`config.mk`:
```
export PLATFORM = sky130hd
export DESIGN_NAME = static_linked_list_engine
export DESIGN_NICKNAME = d
export VERILOG_FILES = /design/src/design/slle_pkg.sv /design/src/design/slle_store.sv /design/src/design/slle_div.sv /design/src/design/static_linked_list_engine.sv
export SDC_FILE = /design/constraint.sdc
export NUM_CORES = 2
export LEC_CHECK = 0
export BUFFER_PORTS_ARGS = -buffer_cell sky130_fd_sc_hd__clkbuf_2
export CORE_MARGIN = 8
export CORE_UTILIZATION = 55
export CTS_CLUSTER_DIAMETER = 50
export DETAILED_ROUTE_END_ITERATION = 16
export GPL_TIMING_DRIVEN = 0
export PLACE_DENSITY = 0.75
export SETUP_SLACK_MARGIN = 0.02
export SLEW_MARGIN = 20
export SYNTH_ARGS = -nofsm -noshare
export SYNTH_HDL_FRONTEND = slang
export SYNTH_SLANG_ARGS = --single-unit
```
`constraint.sdc`:
```
create_clock -name clk -period 12.05 [get_ports clk]
set_input_delay 1.205 -clock clk [delete_from_list [all_inputs] [get_ports clk]]
set_output_delay 1.205 -clock clk [all_outputs]
set_load 0.1 [all_outputs]
```
`src/design/slle_pkg.sv`:
```
package slle_pkg;

	// table geometry
	localparam int SLOTS = 64;
	localparam int SW = $clog2(SLOTS);
	localparam int SUM_W = 32 + SW;

	// command codes
	localparam logic [3:0] CMD_INS_FRONT = 4'd0;
	localparam logic [3:0] CMD_INS_BACK  = 4'd1;
	localparam logic [3:0] CMD_INS_AFTER = 4'd2;
	localparam logic [3:0] CMD_DEL_FRONT = 4'd3;
	localparam logic [3:0] CMD_DEL_BACK  = 4'd4;
	localparam logic [3:0] CMD_DEL_AFTER = 4'd5;
	localparam logic [3:0] CMD_REVERSE   = 4'd6;
	localparam logic [3:0] CMD_SEARCH    = 4'd7;
	localparam logic [3:0] CMD_MIN       = 4'd8;
	localparam logic [3:0] CMD_AVG       = 4'd9;
	localparam logic [3:0] CMD_COUNT     = 4'd10;

	// status codes
	localparam logic [1:0] ST_OK    = 2'd0;
	localparam logic [1:0] ST_FULL  = 2'd1;
	localparam logic [1:0] ST_EMPTY = 2'd2;
	localparam logic [1:0] ST_BADPOS = 2'd3;

	typedef logic [SW-1:0] idx_t;

	// write request into the slot table
	typedef struct packed {
		logic en;
		idx_t addr;
		idx_t data;
	} link_wr_t;

	typedef struct packed {
		logic        en;
		idx_t        addr;
		logic [31:0] data;
	} val_wr_t;

endpackage

```
`src/design/slle_store.sv`:
```
module slle_store (
	input  logic                clk,
	input  logic                arst_n,
	input  slle_pkg::idx_t      rd_addr,
	output slle_pkg::idx_t      link_rd,
	output logic signed [31:0]  val_rd,
	input  slle_pkg::link_wr_t  link_wr,
	input  slle_pkg::val_wr_t   val_wr,
	input  slle_pkg::idx_t      scan_addr,
	output logic                scan_nz
);

	slle_pkg::idx_t link_mem [slle_pkg::SLOTS];
	logic [31:0] val_mem [slle_pkg::SLOTS];
	// one bit per slot: link is non-nil, cleared at reset
	logic [slle_pkg::SLOTS-1:0] nz_q;
	slle_pkg::idx_t link_raw_q;
	logic nz_rd_q;
	logic [31:0] val_raw_q;

	// link and value memories
	always_ff @(posedge clk) begin
		if (link_wr.en) begin
			link_mem[link_wr.addr] <= link_wr.data;
		end
		if (val_wr.en) begin
			val_mem[val_wr.addr] <= val_wr.data;
		end
		link_raw_q <= link_mem[rd_addr];
		val_raw_q <= val_mem[rd_addr];
	end

	// non-nil flags
	always_ff @(posedge clk or negedge arst_n) begin
		if (!arst_n) begin
			nz_q <= '0;
			nz_rd_q <= 1'b0;
		end else begin
			if (link_wr.en) begin
				nz_q[link_wr.addr] <= (link_wr.data != '0);
			end
			nz_rd_q <= nz_q[rd_addr];
		end
	end

	assign link_rd = nz_rd_q ? link_raw_q : '0;
	assign val_rd = val_raw_q;
	assign scan_nz = nz_q[scan_addr];

endmodule

```
`src/design/slle_div.sv`:
```
module slle_div (
	input  logic                         clk,
	input  logic                         arst_n,
	input  logic                         go,
	input  logic [slle_pkg::SUM_W-1:0]   dividend,
	input  slle_pkg::idx_t               divisor,
	output logic                         done,
	output logic [slle_pkg::SUM_W-1:0]   quotient
);

	localparam int CW = $clog2(slle_pkg::SUM_W + 1);

	logic [slle_pkg::SUM_W-1:0] q_q;
	logic [slle_pkg::SW:0] rem_q;
	slle_pkg::idx_t dvs_q;
	logic [CW-1:0] cnt_q;
	logic run_q;
	logic done_q;
	logic [slle_pkg::SW:0] trial;
	logic [slle_pkg::SW:0] diff;
	logic fits;

	// one restoring step per cycle
	assign trial = {rem_q[slle_pkg::SW-1:0], q_q[slle_pkg::SUM_W-1]};
	assign fits = trial >= {1'b0, dvs_q};
	assign diff = trial - {1'b0, dvs_q};

	always_ff @(posedge clk or negedge arst_n) begin
		if (!arst_n) begin
			run_q <= 1'b0;
			done_q <= 1'b0;
			cnt_q <= '0;
		end else begin
			done_q <= 1'b0;
			if (go) begin
				run_q <= 1'b1;
				cnt_q <= CW'(slle_pkg::SUM_W);
			end else if (run_q) begin
				cnt_q <= cnt_q - 1'b1;
				if (cnt_q == CW'(1)) begin
					run_q <= 1'b0;
					done_q <= 1'b1;
				end
			end
		end
	end

	always_ff @(posedge clk) begin
		if (go) begin
			q_q <= dividend;
			rem_q <= '0;
			dvs_q <= divisor;
		end else if (run_q) begin
			rem_q <= fits ? diff : trial;
			q_q <= {q_q[slle_pkg::SUM_W-2:0], fits};
		end
	end

	assign done = done_q;
	assign quotient = q_q;

endmodule

```
`src/design/static_linked_list_engine.sv`:
```
// channel  | ports                              | handshake
// command  | command, value, position           | start & !busy
// result   | status, slot, data, count          | done, one cycle, no stall
//
// every command walks the list from head, through S_WALK then S_WDAT per element (link read port)
// inserts then scan the slot table one slot a cycle for the free slot
// average adds a serial divide of one quotient bit a cycle
// busy stays high until done pulses
// reset clears head, tail and the per-slot non-nil flags at once
module static_linked_list_engine (
	input  logic               clk,
	input  logic               arst_n,
	input  logic               start,
	output logic               busy,
	input  logic [3:0]         command,
	input  logic signed [31:0] value,
	input  logic [5:0]         position,
	output logic               done,
	output logic [1:0]         status,
	output logic [5:0]         slot,
	output logic signed [31:0] data,
	output logic [5:0]         count
);

	typedef enum logic [3:0] {
		S_IDLE, S_WALK, S_WDAT, S_POST, S_FREE, S_INS, S_UPD, S_DEL1, S_DEL2, S_DIVW, S_FIN
	} state_t;

	state_t state_q;
	logic [3:0] cmd_q;
	logic signed [31:0] val_q;
	slle_pkg::idx_t pos_q, head_q, tail_q, cur_q, prev_q, prev2_q;
	slle_pkg::idx_t first_link_q, pos_link_q, q_link_q, found_slot_q, min_slot_q, free_q, n_q;
	logic pos_range_q, pos_seen_q, found_q;
	logic signed [31:0] min_q;
	logic signed [slle_pkg::SUM_W-1:0] sum_q;
	logic [1:0] status_q;
	slle_pkg::idx_t slot_q;
	logic [31:0] data_q;

	slle_pkg::idx_t link_rd, rd_addr;
	logic signed [31:0] val_rd;
	logic scan_nz;
	slle_pkg::link_wr_t link_wr;
	slle_pkg::val_wr_t val_wr;
	logic div_go, div_done;
	logic [slle_pkg::SUM_W-1:0] mag, quo;
	logic [31:0] quo_s;
	logic pos_ok;

	slle_store u_store (
		.clk(clk), .arst_n(arst_n), .rd_addr(rd_addr), .link_rd(link_rd), .val_rd(val_rd),
		.link_wr(link_wr), .val_wr(val_wr), .scan_addr(free_q), .scan_nz(scan_nz)
	);

	slle_div u_div (
		.clk(clk), .arst_n(arst_n), .go(div_go), .dividend(mag), .divisor(n_q),
		.done(div_done), .quotient(quo)
	);

	assign pos_ok = pos_range_q && pos_q != '0 && pos_seen_q;
	assign mag = sum_q[slle_pkg::SUM_W-1] ? slle_pkg::SUM_W'(-sum_q) : slle_pkg::SUM_W'(sum_q);
	assign quo_s = sum_q[slle_pkg::SUM_W-1] ? 32'(-quo) : 32'(quo);
	assign rd_addr = (state_q == S_WALK) ? cur_q : '0;
	assign div_go = state_q == S_POST && cmd_q == slle_pkg::CMD_AVG && n_q != '0;

	// table write requests
	always_comb begin
		link_wr = '0;
		val_wr = '0;
		unique case (state_q)
			S_WDAT: begin
				if (cmd_q == slle_pkg::CMD_REVERSE) begin
					link_wr = '{en: 1'b1, addr: cur_q, data: prev_q};
				end
			end
			S_INS: begin
				val_wr = '{en: 1'b1, addr: free_q, data: val_q};
				link_wr.en = 1'b1;
				link_wr.addr = free_q;
				if (cmd_q == slle_pkg::CMD_INS_AFTER) begin
					link_wr.data = pos_link_q;
				end else if (cmd_q == slle_pkg::CMD_INS_FRONT && n_q != '0) begin
					link_wr.data = head_q;
				end
			end
			S_UPD: begin
				if (cmd_q == slle_pkg::CMD_INS_AFTER) begin
					link_wr = '{en: 1'b1, addr: pos_q, data: free_q};
				end else if (cmd_q == slle_pkg::CMD_INS_BACK && n_q != '0) begin
					link_wr = '{en: 1'b1, addr: tail_q, data: free_q};
				end
			end
			S_DEL1: begin
				link_wr.en = 1'b1;
				if (cmd_q == slle_pkg::CMD_DEL_FRONT) begin
					link_wr.addr = head_q;
				end else if (cmd_q == slle_pkg::CMD_DEL_BACK) begin
					link_wr.addr = (n_q == slle_pkg::idx_t'(1)) ? prev_q : prev2_q;
				end else begin
					link_wr.addr = pos_q;
					link_wr.data = q_link_q;
				end
			end
			S_DEL2: begin
				link_wr = '{en: 1'b1, addr: pos_link_q, data: '0};
			end
			default: begin
			end
		endcase
	end

	// sequencer
	always_ff @(posedge clk or negedge arst_n) begin
		if (!arst_n) begin
			state_q <= S_IDLE;
			head_q <= '0;
			tail_q <= '0;
			cmd_q <= '0;
		end else begin
			unique case (state_q)
				S_IDLE: begin
					if (start) begin
						cmd_q <= command;
						val_q <= value;
						pos_q <= slle_pkg::idx_t'(position);
						pos_range_q <= 32'(position) < slle_pkg::SLOTS;
						cur_q <= head_q;
						n_q <= '0;
						prev_q <= '0;
						prev2_q <= '0;
						pos_seen_q <= 1'b0;
						found_q <= 1'b0;
						found_slot_q <= '0;
						sum_q <= '0;
						state_q <= S_WALK;
					end
				end
				S_WALK: begin
					state_q <= (cur_q == '0) ? S_POST : S_WDAT;
				end
				S_WDAT: begin
					n_q <= n_q + 1'b1;
					prev2_q <= prev_q;
					prev_q <= cur_q;
					cur_q <= link_rd;
					if (n_q == '0) begin
						first_link_q <= link_rd;
					end
					if (cur_q == pos_q) begin
						pos_seen_q <= 1'b1;
						pos_link_q <= link_rd;
					end
					if (pos_seen_q && prev_q == pos_q) begin
						q_link_q <= link_rd;
					end
					if (!found_q && val_rd == val_q) begin
						found_q <= 1'b1;
						found_slot_q <= cur_q;
					end
					if (n_q == '0 || val_rd < min_q) begin
						min_q <= val_rd;
						min_slot_q <= cur_q;
					end
					sum_q <= sum_q + slle_pkg::SUM_W'(val_rd);
					state_q <= S_WALK;
				end
				S_POST: begin
					status_q <= slle_pkg::ST_OK;
					slot_q <= '0;
					data_q <= '0;
					state_q <= S_FIN;
					free_q <= slle_pkg::idx_t'(1);
					priority if (cmd_q <= slle_pkg::CMD_INS_AFTER) begin
						if (cmd_q == slle_pkg::CMD_INS_AFTER && !pos_ok) begin
							status_q <= slle_pkg::ST_BADPOS;
						end else if (32'(n_q) >= slle_pkg::SLOTS - 1) begin
							status_q <= slle_pkg::ST_FULL;
						end else begin
							state_q <= S_FREE;
						end
					end else if (cmd_q == slle_pkg::CMD_DEL_AFTER) begin
						if (!pos_ok || pos_link_q == '0) begin
							status_q <= slle_pkg::ST_BADPOS;
						end else begin
							slot_q <= pos_link_q;
							state_q <= S_DEL1;
						end
					end else if (cmd_q > slle_pkg::CMD_COUNT) begin
						status_q <= slle_pkg::ST_BADPOS;
					end else if (cmd_q == slle_pkg::CMD_COUNT) begin
						status_q <= slle_pkg::ST_OK;
					end else if (n_q == '0) begin
						status_q <= slle_pkg::ST_EMPTY;
					end else if (cmd_q == slle_pkg::CMD_DEL_FRONT) begin
						slot_q <= head_q;
						state_q <= S_DEL1;
					end else if (cmd_q == slle_pkg::CMD_DEL_BACK) begin
						slot_q <= prev_q;
						state_q <= S_DEL1;
					end else if (cmd_q == slle_pkg::CMD_REVERSE) begin
						tail_q <= head_q;
						head_q <= prev_q;
						slot_q <= prev_q;
					end else if (cmd_q == slle_pkg::CMD_SEARCH) begin
						status_q <= found_q ? slle_pkg::ST_OK : slle_pkg::ST_EMPTY;
						slot_q <= found_slot_q;
					end else if (cmd_q == slle_pkg::CMD_MIN) begin
						slot_q <= min_slot_q;
						data_q <= min_q;
					end else begin
						state_q <= S_DIVW;
					end
				end
				S_FREE: begin
					if (!scan_nz && free_q != tail_q) begin
						state_q <= S_INS;
					end else if (free_q == slle_pkg::idx_t'(slle_pkg::SLOTS - 1)) begin
						status_q <= slle_pkg::ST_FULL;
						state_q <= S_FIN;
					end else begin
						free_q <= free_q + 1'b1;
					end
				end
				S_INS: begin
					state_q <= S_UPD;
				end
				S_UPD: begin
					slot_q <= free_q;
					n_q <= n_q + 1'b1;
					if (cmd_q == slle_pkg::CMD_INS_AFTER) begin
						if (tail_q == pos_q) begin
							tail_q <= free_q;
						end
					end else if (n_q == '0) begin
						head_q <= free_q;
						tail_q <= free_q;
					end else if (cmd_q == slle_pkg::CMD_INS_FRONT) begin
						head_q <= free_q;
					end else begin
						tail_q <= free_q;
					end
					state_q <= S_FIN;
				end
				S_DEL1: begin
					n_q <= n_q - 1'b1;
					state_q <= S_FIN;
					if (cmd_q == slle_pkg::CMD_DEL_FRONT) begin
						head_q <= first_link_q;
						if (first_link_q == '0) begin
							tail_q <= '0;
						end
					end else if (cmd_q == slle_pkg::CMD_DEL_BACK) begin
						if (n_q == slle_pkg::idx_t'(1)) begin
							head_q <= '0;
							tail_q <= '0;
						end else begin
							tail_q <= prev2_q;
						end
					end else begin
						if (tail_q == pos_link_q) begin
							tail_q <= pos_q;
						end
						state_q <= S_DEL2;
					end
				end
				S_DEL2: begin
					state_q <= S_FIN;
				end
				S_DIVW: begin
					if (div_done) begin
						data_q <= quo_s;
						state_q <= S_FIN;
					end
				end
				S_FIN: begin
					state_q <= S_IDLE;
				end
				default: begin
					state_q <= S_IDLE;
				end
			endcase
		end
	end

	assign busy = state_q != S_IDLE;
	assign done = state_q == S_FIN;
	assign status = status_q;
	assign slot = 6'(slot_q);
	assign data = data_q;
	assign count = 6'(n_q);

	// a request while idle is always taken
	a_start_busy: assert property (@(posedge clk) disable iff (!arst_n)
		start && !busy |=> busy)
		else $error("request not taken");

	// head and tail are nil together
	a_head_tail: assert property (@(posedge clk) disable iff (!arst_n)
		(head_q == '0) == (tail_q == '0))
		else $error("head and tail disagree on empty list");

	// a successful insert names a real slot
	a_ins_slot: assert property (@(posedge clk) disable iff (!arst_n)
		done && status == slle_pkg::ST_OK && cmd_q <= slle_pkg::CMD_INS_AFTER |-> slot != '0)
		else $error("insert reported nil slot");

	// result only one cycle
	a_done_pulse: assert property (@(posedge clk) disable iff (!arst_n)
		done |=> !done)
		else $error("result held longer than one cycle");

endmodule

```
# --- Word level (Yosys, flattened, before mapping) ---
# Memory sizes are Yosys's and may differ from the RTL's. A register that Yosys moved wholly into a read port is not among the register bits.
# Cells that the tools add are included.
op_classes:
  n_addsub: 8
  n_lt_le_gt_ge: 9
  eq_ne: 53
  mux: 150
  reduce_logical: 51
ops:
  columns: ["cell", "n"]
  rows:
  - ["$mux W32", 12]
  - ["$mux W6", 59]
  - ["$mux W38", 4]
  - ["$pmux W38 S2", 1]
  - ["$pmux W6 S2", 6]
  - ["$pmux W13 S5", 1]
  - ["$bwmux W64", 1]
  - ["$pmux W32 S2", 1]
  - ["$mux W4", 14]
  - ["$pmux W6 S3", 3]
  - ["$mux W13", 3]
  - ["$mux W39", 1]
  - ["$add A38 B32 Y38", 1]
  - ["$mux W2", 19]
  - ["$neg A38 Y38", 1]
  - ["$pmux W4 S9", 1]
  - ["$eq A32 B32 Y1", 1]
  - ["$eq A4 B3 Y1 const B", 8]
  - ["$lt A32 B32 Y1", 1]
  - ["$neg A32 Y32", 1]
  - ["$ne A2 B2 Y1 const B", 14]
  - ["$reduce_and A3 Y1", 9]
  - ["$reduce_and A13 Y1", 2]
  - ["$eq A4 B4 Y1 const B", 6]
  - ["other kinds (35)", 101]
totals:
  ff_bits: 353
  ram_bits: 2432
  elab_cells: 304
  n_memories: 2
mem_list:
  columns: ["memory", "words", "word_bits", "rd", "rd_clocked_by_memory_dff", "write_ports", "line", "source"]
  rows:
  - ["u_store.val_mem", 64, 32, 1, 1, 1, "slle_store.sv:14", "logic [31:0] val_mem [slle_pkg::SLOTS];"]
  - ["u_store.link_mem", 64, 6, 1, 1, 1, "slle_store.sv:13", "slle_pkg::idx_t link_mem [slle_pkg::SLOTS];"]

# --- Logic depth before layout (Yosys ltp) ---
depth:
  word_depth: 12
  ltp_mapped: 13
  mapped_depth_nobuf: 11

# --- Hierarchy ---
# Synthesis repeated with hierarchy kept, for this count alone.
hier_totals:
  cells_unflattened: 5980
  hier_area_um2: 114990.3
by_module_without_submodules:
  columns: ["module", "instances", "cells_each", "area_each_um2"]
  rows:
  - ["slle_store", 1, 4287, 97393.4]
  - ["static_linked_list_engine", 1, 1494, 14856.7]
  - ["slle_div", 1, 199, 2740.1]

# --- Worst setup path before layout ---
# No wires, ideal clock.
synth_timing:
  kind: "input-to-reg"
  from: "in start"
  to: "reg found_q (enable)"
  t_arrival_ns: 4.978
  required_ns: 11.668
  slack_ns: 6.690
  cell_stages: 3
  path_cell_list: "nand3_1 > a21oi_1 > a21boi_0"
synth_between:
  elab_chain_cells: 2
synth_rtl:
  columns: ["element", "line", "source"]
  rows:
  - ["from (decl)", "static_linked_list_engine.sv:13", "input logic start,"]
  - ["$ne A2 B2 Y1 (no line)", null, null]
  - ["$reduce_and A4 Y1 (no line)", null, null]
  - ["to (signal assigned)", "static_linked_list_engine.sv:133", "found_q <= 1'b0;"]
  - ["to (signal assigned)", "static_linked_list_engine.sv:158", "found_q <= 1'b1;"]
  - ["to (decl)", "static_linked_list_engine.sv:34", "logic pos_range_q, pos_seen_q, found_q;"]
# No other way between the ends.
# A chain may end at the register's enable or synchronous reset.

# --- Worst setup path after layout ---
layout_timing:
  from: "reg cur_q[0]"
  to: "reg u_store.val_raw_q[23], in the netlist u_store.val_rd[23], read port of u_store.val_mem"
layout_between:
  elab_chain_cells: 1
layout_rtl:
  columns: ["element", "line", "source"]
  rows:
  - ["from (decl)", "static_linked_list_engine.sv:32", "slle_pkg::idx_t pos_q, head_q, tail_q, cur_q, prev_q, prev2_q;"]
  - ["from (signal assigned)", "static_linked_list_engine.sv:128", "cur_q <= head_q;"]
  - ["from (signal assigned)", "static_linked_list_engine.sv:146", "cur_q <= link_rd;"]
  - ["$mux W6", "static_linked_list_engine.sv:64", "assign rd_addr = (state_q == S_WALK) ? cur_q : '0;"]
  - ["to (decl)", "slle_store.sv:19", "logic [31:0] val_raw_q;"]
# No other way between the ends.

==> results_dict.tcl <==
set metrics [dict create \
    status "completed" \
    power_leakage_nw 36.31 \
    post_cts_buffers 0 \
    drive_gt1_share_pct 19.62 \
    wl_per_cell_microns 35.46 \
    fin_setup_tns_ps 0 \
    start_util_pct 55.23 \
    setup_viol 0 \
    seq_area_frac_synth_pct 73.48 \
    hold_violations 0 \
    h-tree-depth 5 \
    yosys.area.top_type_share_pct 70.67 \
    multiInputGateArea_sq_um 29000 \
    synth_cell_type_count 77 \
    cp_max_fo 11 \
    yosysMostFrequentCell "edfxtp_1" \
    postCtsHoldBufs 0 \
    synthAdderAreaFrac_pct 0.9340 \
    synth-xor-area-share_pct 1.305 \
    pre_cts_slack_ps 6121 \
    skew_ps 78.13 \
    p_switching_mw 3.856 \
    dieArea_sq_um 222300 \
    synth-compound-area-share_pct 8.399 \
    first_pass_iters 7 \
    fmax_mhz 158.2 \
    path_class "register to register" \
    worst_slack_ps 5727 \
    path_cells "clkbuf_1 -> nand2_1 -> buf_2 -> buf_2 -> clkbuf_1 -> buf_1 -> o22ai_1 -> o21ai_0 -> mux4_2 -> nand2_1 -> a31oi_1" \
    grt_pass1_wl_microns 495500 \
    hold_slack_ps 130.9 \
    numPortBuffers 92 \
    power.density_nw_per_um2 150.9 \
    p_total_mw 19.76 \
    synthMuxAreaShare_pct 10.50 \
    fill_cells 13470 \
    power_frac_clock_pct 46.4 \
    instances_no_fill 9954 \
    p_comb_share_pct 0.1 \
    ys.flop_type "edfxtp_1" \
    finalCritPeriodShare_pct 52.47 \
    grt_max_degree 85 \
    use_met1_pct 38.54 \
    synth_area_sq_um 114100 \
    place_congestion 0.9488 \
    synth_fp_nets 6630 \
    fp.dieH_microns 471.5 \
    grt_pass1_vias 69270 \
    final_max_slew_viol_count 0 \
    grtUsageMet2_pct 46.47 \
    cp.arrival_ps 7150 \
    period_needed_ps 6323 \
    cp-end-kind "register" \
    drtAntennaViolNets 0 \
    cap_violations 0 \
    synth_area_per_cell_sq_um 17.56 \
    clockBufferDepth 4 \
    path_buf_inv 5 \
    netlist_top_cells_area "edfxtp_1, mux4_2, o221ai_1, dfrtp_1, o21ai_0" \
    clkLatencyLatePin_ps 970 \
    hp-class "input port to async pin" \
    root_buffer "clkbuf_16" \
    cts_made_buffers 312 \
    clock_sinks 2823 \
    drt_iter0_drc 12300 \
    cp-start-kind "register" \
    tightestPinTransition_ps 1289 \
    yosysWarnings 0 \
    cts_resized 0 \
    die_w_microns 471.5 \
    crit_family "buffers and inverters" \
    yosys.area_share.simple_pct 3.669 \
    p_int_mw 15.91 \
    vias 70370 \
    antenna_found_initial 18 \
    area_growth_pct 14.76 \
    seq_power_share_pct 53.5 \
    drt_wl_total_microns 352900 \
    required_ps 12880 \
    busiest_layer "met2" \
    slowest_stage "clkbuf_1" \
    tritoncts "done" \
    critPathMaxStageDelay_ps 1010 \
    ys_seq_elements 2823 \
    placementRows 167 \
    grtUsageTotal_pct 30.89 \
    synthArstFlopShare_pct 3.294 \
    place_inst 9407 \
    seq_area_sq_um 83870 \
    synth_edf_count 2686 \
    layout.nets 7147 \
    io_pins 93 \
    hpwl_microns 238600 \
    clk_pin_slew_ps 60 \
    ys_top_cells_by_count "edfxtp_1, mux4_2, o21ai_0" \
    drc_errors 0 \
    overflow 0 \
    yosysTopAreaCell "edfxtp_1" \
    viasPerCell 7.070 \
    syn-instance-count 6501 \
    core_sq_um 206700 \
    rsz0062_at_grt "false" \
    swShare_pct 19.51 \
    slew_headroom_pct 13.83 \
    synth_top_family_by_area "multiplexers" \
    irDropWorstVdd_uv 178.2 \
    use_met3_pct 10.07 \
]
==> cells by family after synthesis <==
| family | after synthesis |
|---|---|
| xor+xnor | 170 |
| flops | 2823 |
| mux | 579 |
| buf+inv | 503 |
| fa+ha+maj | 84 |
| simple gates | 892 |
| compound gates | 1450 |
==> flip-flops by register name, summed over array words and instances, names as in the netlist, 32 cells and up <==
| name | flops |
|---|---|
| data | 32 |
| min_q | 32 |
| sum_q | 38 |
| u_div.quotient | 38 |
| u_store.link_mem | 384 |
| u_store.nz_q | 64 |
| u_store.val_mem | 2048 |
| u_store.val_rd | 32 |
| val_q | 32 |
==> per-layer routing <==
metal / vias up / wire length [microns]
met4: 4 / 29220
li1: 27770 / -
met2: 6131 / 156700
met5: - / 26
met1: 35140 / 117100
met3: 1328 / 49920
==> layout make-up <==
cell class	count	area share (%)
Antenna cell	9	0.01720
Buffer	439	1.325
Clock buffer	383	6.412
Clock inverter	154	1.010
Inverter	64	0.1834
Multi-Input combinational cell	3175	22.14
Sequential cell	2823	64.03
Tap cell	2704	2.583
Timing Repair Buffer	203	2.299
==> power groups by stage <==
| stage | Combinational [mW] | Sequential (mW) | Clock (mW) |
|---|---|---|---|
| after CTS | 0.0180 | 10.6 | 9.18 |
| after global placement | 0.0154 | 10.8 | 0 |
| after floorplan | 0.000395 | 10.8 | 0 |
| final | 0.0175 | 10.6 | 9.17 |
| after detailed placement | 0.0177 | 10.8 | 0 |
| after global routing | 0.0194 | 10.6 | 9.53 |
==> layout by cell type (no fill, tap or decap), types with 28 or more instances in the layout <==
master	n
nor3_1	29
a211oi_1	49
nor2_1	192
edfxtp_1	2686
and2_4	28
and2_1	69
ha_1	82
o22ai_1	319
o21ai_0	424
mux2_2	77
buf_12	32
dfxtp_1	44
buf_2	53
mux4_2	487
clkbuf_1	388
nand3_1	38
a21oi_1	73
buf_16	65
clkinv_1	46
nand2_1	310
clkbuf_2	108
xnor2_1	43
buf_1	32
o21ai_1	55
clkinv_2	46
inv_1	63
a31oi_1	48
xor2_1	127
clkbuf_16	323
o221ai_1	313
nor2_4	63
dfrtp_1	93
==> stage by stage <==
step	cell area, sq um	util (%)
after global routing	131000	63.37
after CTS	130900	63.35
after global placement	118000	57.09
after detailed placement	121200	58.65
final	131000	63.38
after floorplan	114100	-
==> worst paths after layout <==
| kind | endpoint | start | cells past startpoint | slack (ps) |
|---|---|---|---|---|
| setup / recovery | u_store.val_rd[23] | cur_q[0] | 11 | 5730 |
| hold / removal | head_q[2] | arst_n | 1 | 130 |
| setup reg to reg | u_store.val_rd[23] | cur_q[0] | 11 | 5730 |
| hold reg to reg | min_slot_q[0] | cur_q[0] | 0 | 490 |
| max in group asynchronous | u_store.nz_q[15] | arst_n | 2 | 11230 |
| min in group clk | val_q[4] | value[4] | 1 | 410 |
==> worst reg2reg max path: stages, from the launching register on <==
cell      delay, ps
edfxtp_1        390
clkbuf_1        470
nand2_1         800
buf_2           590
buf_2           670
clkbuf_1       1030
buf_1           670
o22ai_1         190
o21ai_0         520
mux4_2          510
nand2_1          90
a31oi_1         280
Power figures use the tool's default switching activity.
